### config.mk
export PLATFORM = sky130hd
export DESIGN_NAME = bbfp_ctrl
export DESIGN_NICKNAME = d
export VERILOG_FILES = /design/src/bbfp_pkg.sv /design/src/bbfp_ctrl.sv
export SDC_FILE = /design/constraint.sdc
export NUM_CORES = 1
export LEC_CHECK = 0
export BUFFER_PORTS_ARGS = -buffer_cell sky130_fd_sc_hd__buf_2
export CAP_MARGIN = 40
export CORE_MARGIN = 10
export CORE_UTILIZATION = 25
export CTS_BUF_LIST = sky130_fd_sc_hd__clkbuf_16
export CTS_CLUSTER_DIAMETER = 50
export DETAILED_ROUTE_END_ITERATION = 16
export PLACE_DENSITY = 0.46
export RECOVER_POWER = 25
export SLEW_MARGIN = 20
export SYNTH_ARGS = -nofsm -noshare
export SYNTH_HDL_FRONTEND = slang
export SYNTH_SLANG_ARGS = --single-unit
### constraint.sdc
create_clock -name clock -period 1.3 [get_ports clock]
set_input_delay 0.13 -clock clock [delete_from_list [all_inputs] [get_ports clock]]
set_output_delay 0.13 -clock clock [all_outputs]
set_load 0.02 [all_outputs]
### src/bbfp_pkg.sv
package bbfp_pkg;

   localparam int BUF_BITS       = 4096;
   localparam int MAX_FIELD_BITS = 64;
   localparam int LEN_W          = 13;
   localparam int ADDR_W         = 12;
   localparam int CNT_W          = 7;
   localparam int VAL_W          = 32;
   localparam int FLD_W          = 64;

   typedef enum logic [2:0] {
      OP_CLEAR  = 3'd0,
      OP_APPEND = 3'd1,
      OP_INSERT = 3'd2,
      OP_TAIL   = 3'd3,
      OP_ERASE  = 3'd4,
      OP_READ   = 3'd5
   } op_type;

   typedef enum logic [1:0] {
      ST_OK       = 2'd0,
      ST_RANGE    = 2'd1,
      ST_OVERFLOW = 2'd2,
      ST_COUNT    = 2'd3
   } status_type;

   typedef enum logic [2:0] {
      S_IDLE,
      S_EVAL,
      S_MOVE,
      S_PUT,
      S_FINISH
   } state_type;

   typedef struct packed {
      logic load;
      logic start_move;
      logic move_step;
      logic start_put;
      logic put_step;
      logic finish;
   } cmd_type;

   typedef struct packed {
      logic need_move;
      logic need_put;
      logic move_done;
      logic put_done;
   } stat_type;

endpackage

### src/bbfp_ctrl.sv
module bbfp_ctrl (
   input  logic                clock,
   input  logic                reset,
   input  logic                req_valid,
   output logic                req_ready,
   output logic                rsp_valid,
   input  logic                rsp_ready,
   input  bbfp_pkg::stat_type  stat,
   output bbfp_pkg::cmd_type   cmd
);

   bbfp_pkg::state_type state_ff, state_in;
   logic                rsp_valid_ff, rsp_valid_in;

   always_ff @(posedge clock) begin
      if (reset) begin
         state_ff     <= bbfp_pkg::S_IDLE;
         rsp_valid_ff <= 1'b0;
      end else begin
         state_ff     <= state_in;
         rsp_valid_ff <= rsp_valid_in;
      end
   end

   always_comb begin
      state_in     = state_ff;
      cmd          = '0;
      req_ready    = 1'b0;
      rsp_valid_in = rsp_valid_ff && !rsp_ready;
      case (state_ff)
         bbfp_pkg::S_IDLE: begin
            req_ready = 1'b1;
            if (req_valid) begin
               cmd.load = 1'b1;
               state_in = bbfp_pkg::S_EVAL;
            end
         end
         bbfp_pkg::S_EVAL: begin
            if (stat.need_move) begin
               cmd.start_move = 1'b1;
               state_in = bbfp_pkg::S_MOVE;
            end else if (stat.need_put) begin
               cmd.start_put = 1'b1;
               state_in = bbfp_pkg::S_PUT;
            end else begin
               state_in = bbfp_pkg::S_FINISH;
            end
         end
         bbfp_pkg::S_MOVE: begin
            cmd.move_step = 1'b1;
            if (stat.move_done) begin
               if (stat.need_put) begin
                  cmd.start_put = 1'b1;
                  state_in = bbfp_pkg::S_PUT;
               end else begin
                  state_in = bbfp_pkg::S_FINISH;
               end
            end
         end
         bbfp_pkg::S_PUT: begin
            cmd.put_step = 1'b1;
            if (stat.put_done) state_in = bbfp_pkg::S_FINISH;
         end
         bbfp_pkg::S_FINISH: begin
            // wait for the output register to free up
            if (!rsp_valid_ff || rsp_ready) begin
               cmd.finish   = 1'b1;
               rsp_valid_in = 1'b1;
               state_in     = bbfp_pkg::S_IDLE;
            end
         end
         default: state_in = bbfp_pkg::S_IDLE;
      endcase
   end

   assign rsp_valid = rsp_valid_ff;

`ifndef SYNTHESIS
   a_rsp_from_finish: assert property (@(posedge clock) disable iff (reset)
      $rose(rsp_valid_ff) |-> $past(cmd.finish))
      else $error("response raised without finish");
   a_accept_to_eval: assert property (@(posedge clock) disable iff (reset)
      (req_valid && req_ready) |=> state_ff == bbfp_pkg::S_EVAL)
      else $error("accepted request not evaluated");
   a_no_overlap: assert property (@(posedge clock) disable iff (reset)
      !(cmd.move_step && cmd.put_step) && !(cmd.finish && req_ready))
      else $error("datapath commands overlap");
`endif

endmodule

==> results.cfg <==
[sta]
worstMarginPinSlew_ns = 0.270
whs_ns = 0.120
slew_violations = 0
period_share = 0.998
fmax_mhz = 771
fin_ws_ns = 0.00274
slew_headroom = 0.821
finalHoldViolations = 0
min_period_ns = 1.30
finalSetupViolCount = 0
skew_ns = 0.00121
rsz0062_at_grt = yes

[critical_path]
crit_buf_inv = 2
path_common_cell = buf_4
critPathMaxFanout = 8
crit_type = register to output port
start_kind = register
max_stage_delay_ns = 0.37
required_ns = 1.17
worstSetupEndpointType = output port
r2r_slack_ns = 0.12
path_cells = buf_4, nand3b_4, nor2b_1, buf_4
crit_family = flip-flops
arrival_ns = 1.17
crit_slowest_cell = dfxtp_4

[pwr]
p_per_area_nw_per_um2 = 1550
vdd_drop_max_uv = 764
power.leakage_nw = 0.247

[clock_network]
cts_buffers = 3
cts_sinks = 4
path_clk_slew_ns = 0.03
cts_root_buffer = clkbuf_16
cts_tree = yes
clkLatencyLatePin_ns = 0.22
htreeDepth = 1
clock_path_buffers = 2
cts_hold_buf = 0

[layout]
area_growth_syn_to_layout_pct = 62.0
fill_cells = 135
seq_area_um2 = 88.8
diodes = 0
multi_input_area_um2 = 250
drive_above_1_share = 0.583
final_nets = 70
final_cell_count_no_fill = 75

[detailed_routing]
drt_iter0_drc = 10
wl_per_cell_um = 12.8
vias = 367
via_per_inst = 4.89
remaining_drc_errors = 0
drt_wl_total_um = 962
first_pass_iters = 2
ant_nets = 0

[floorplanning]
design.core.area_um2 = 1300
dieWidth_um = 57.2
fp.dieH_um = 57.2
start_util = 0.265
std_cell_rows = 13
die_area_um2 = 3270
io-pin-count = 16

[outcome]
status = complete, no violations

[logic_synthesis]
yosysWarningCount = 0
synth_top_area_share = 0.232
syn_inst = 41
synthDistinctLibCells = 20
synthTopCellsByArea = dfxtp_1 23%, nor3b_2 11%, a21oi_1 7.2%, buf_6 6.5%, nand3b_4 5.8%
synth_seq_cells = 4
syn-num-nets = 49
ys_seq_area_frac = 0.232
synth_largest_area_cell = dfxtp_1
synth.avg_cell_area_um2 = 8.42
syn-cell-area_um2 = 345

[placed_design]
hpwl_um = 713
io_buffer_count = 15
gp_congestion = 0.746
dp_cells = 71
dp_slack_ns = 0.104

[grt]
overflow = 0
antenna_found_initial = 0
grt_pass1_wl_um = 1580
grt.total_usage = 0.0587
grt_pass1_vias = 393
grt_max_degree = 9

[run]
drv_cap = 0

[min_path]
hp-class = primary input to register
[placed cells by master (no fill, tap or decap)]
master | synthesis | routed
nor3b_1 | 1 | 1
dfxtp_1 | 4 | 1
inv_6 | 1 | 1
o21ai_1 | 2 | 2
clkbuf_16 | 0 | 3
dfxtp_2 | 0 | 1
o32ai_1 | 1 | 1
o221ai_1 | 1 | 1
clkbuf_1 | 0 | 1
dfxtp_4 | 0 | 2
a21oi_1 | 5 | 5
mux2_4 | 1 | 1
nand2_1 | 3 | 3
buf_2 | 0 | 10
nand2b_1 | 3 | 2
nand2b_4 | 0 | 1
buf_6 | 2 | 1
nor3_2 | 1 | 1
a31oi_2 | 0 | 1
nor3b_2 | 3 | 3
buf_4 | 1 | 7
nor2_4 | 0 | 1
nand3b_4 | 1 | 1
and2_4 | 0 | 1
nor3_1 | 2 | 2
nor2_1 | 5 | 4
nor2b_1 | 1 | 1
a31oi_1 | 2 | 1
[worst reg2reg max path: cells and delay by family, from the launching register on]
family                 cells  cell delay (ns)
buffers and inverters      1             0.13
flip-flops                 1             0.39
multiplexers               1             0.28
AO/OA/AOI/OAI              2             0.25
[layer usage]
layer | track usage | vias to the layer above | share of wire
li1 | - | 184 | -
met1 | 0.0569 | 177 | 0.42
met2 | 0.0992 | 6 | 0.51
met3 | 0.0376 | 0 | 0.064
met4 | 0.0201 | 0 | 0
met5 | 0 | - | 0
[power breakdown]
| part | internal, mW | leakage, nW | total, mW | switching, mW |
|---|---|---|---|---|
| combinational | 0.108 | 0.175 | 0.221 | 0.113 |
| sequential | 0.138 | 0.0345 | 0.166 | 0.0286 |
| clock | 0.393 | 0.0370 | 0.481 | 0.0876 |
[layout make-up]
type / count / area share
flip-flops and latches: 4 / 0.159
multi-input cells: 33 / 0.447
clock buffers: 3 / 0.134
well taps: 15 / 0.0336
repair buffers: 19 / 0.210
inverters: 1 / 0.0157
[flip-flops by register name, indices dropped and copies added, names as in the netlist]
register	cells
state_ff	3
rsp_valid	1
[final timing paths]
path | start | endpoint | depth (start not counted)
setup / recovery | state_ff[1]$_SDFFE_PP0P_ | cmd[0] | 4
hold / removal | reset | rsp_valid$_SDFF_PP0_ | 2
setup reg to reg | state_ff[1]$_SDFFE_PP0P_ | state_ff[2]$_SDFFE_PP0P_ | 4
hold reg to reg | rsp_valid$_SDFF_PP0_ | state_ff[2]$_SDFFE_PP0P_ | 2
[through the flow]
step / utilization / power, mW / cell area, um2 / setup TNS [ns]
after floorplan: - / 0.298 / 345 / 0
after global placement: 0.332 / 0.357 / 432 / 0
after detailed placement: 0.332 / 0.351 / 432 / 0
after CTS: 0.398 / 0.840 / 518 / 0
after global routing: 0.430 / 0.912 / 559 / -0.119
final: 0.430 / 0.868 / 559 / 0
[cells in the mapped netlist]
cell type	instances
a31oi_1	2
dfxtp_1	4
nor2b_1	1
o32ai_1	1
o221ai_1	1
mux2_4	1
buf_4	1
nor3b_1	1
nor3b_2	3
and2_1	1
nor3_1	2
o21ai_1	2
nand3b_4	1
a21oi_1	5
nor3_2	1
inv_6	1
nor2_1	5
nand2b_1	3
nand2_1	3
buf_6	2
[logic make-up after synthesis]
family | after synthesis | share of synthesized area
DFF | 4 | 0.232
muxes | 1 | 0.0435
buffers and inverters | 4 | 0.112
AOI/OAI and AO/OA | 11 | 0.188
and+or+nand+nor | 21 | 0.424
[what timing repair did]
| action | CTS | global route |
|---|---|---|
| setup endpoints to repair | 4 | 4 |
| setup buffers | 0 | 1 |
| pin swaps | 0 | 2 |
| resized for setup | 6 | 9 |
(Power assumes the default switching activity.)
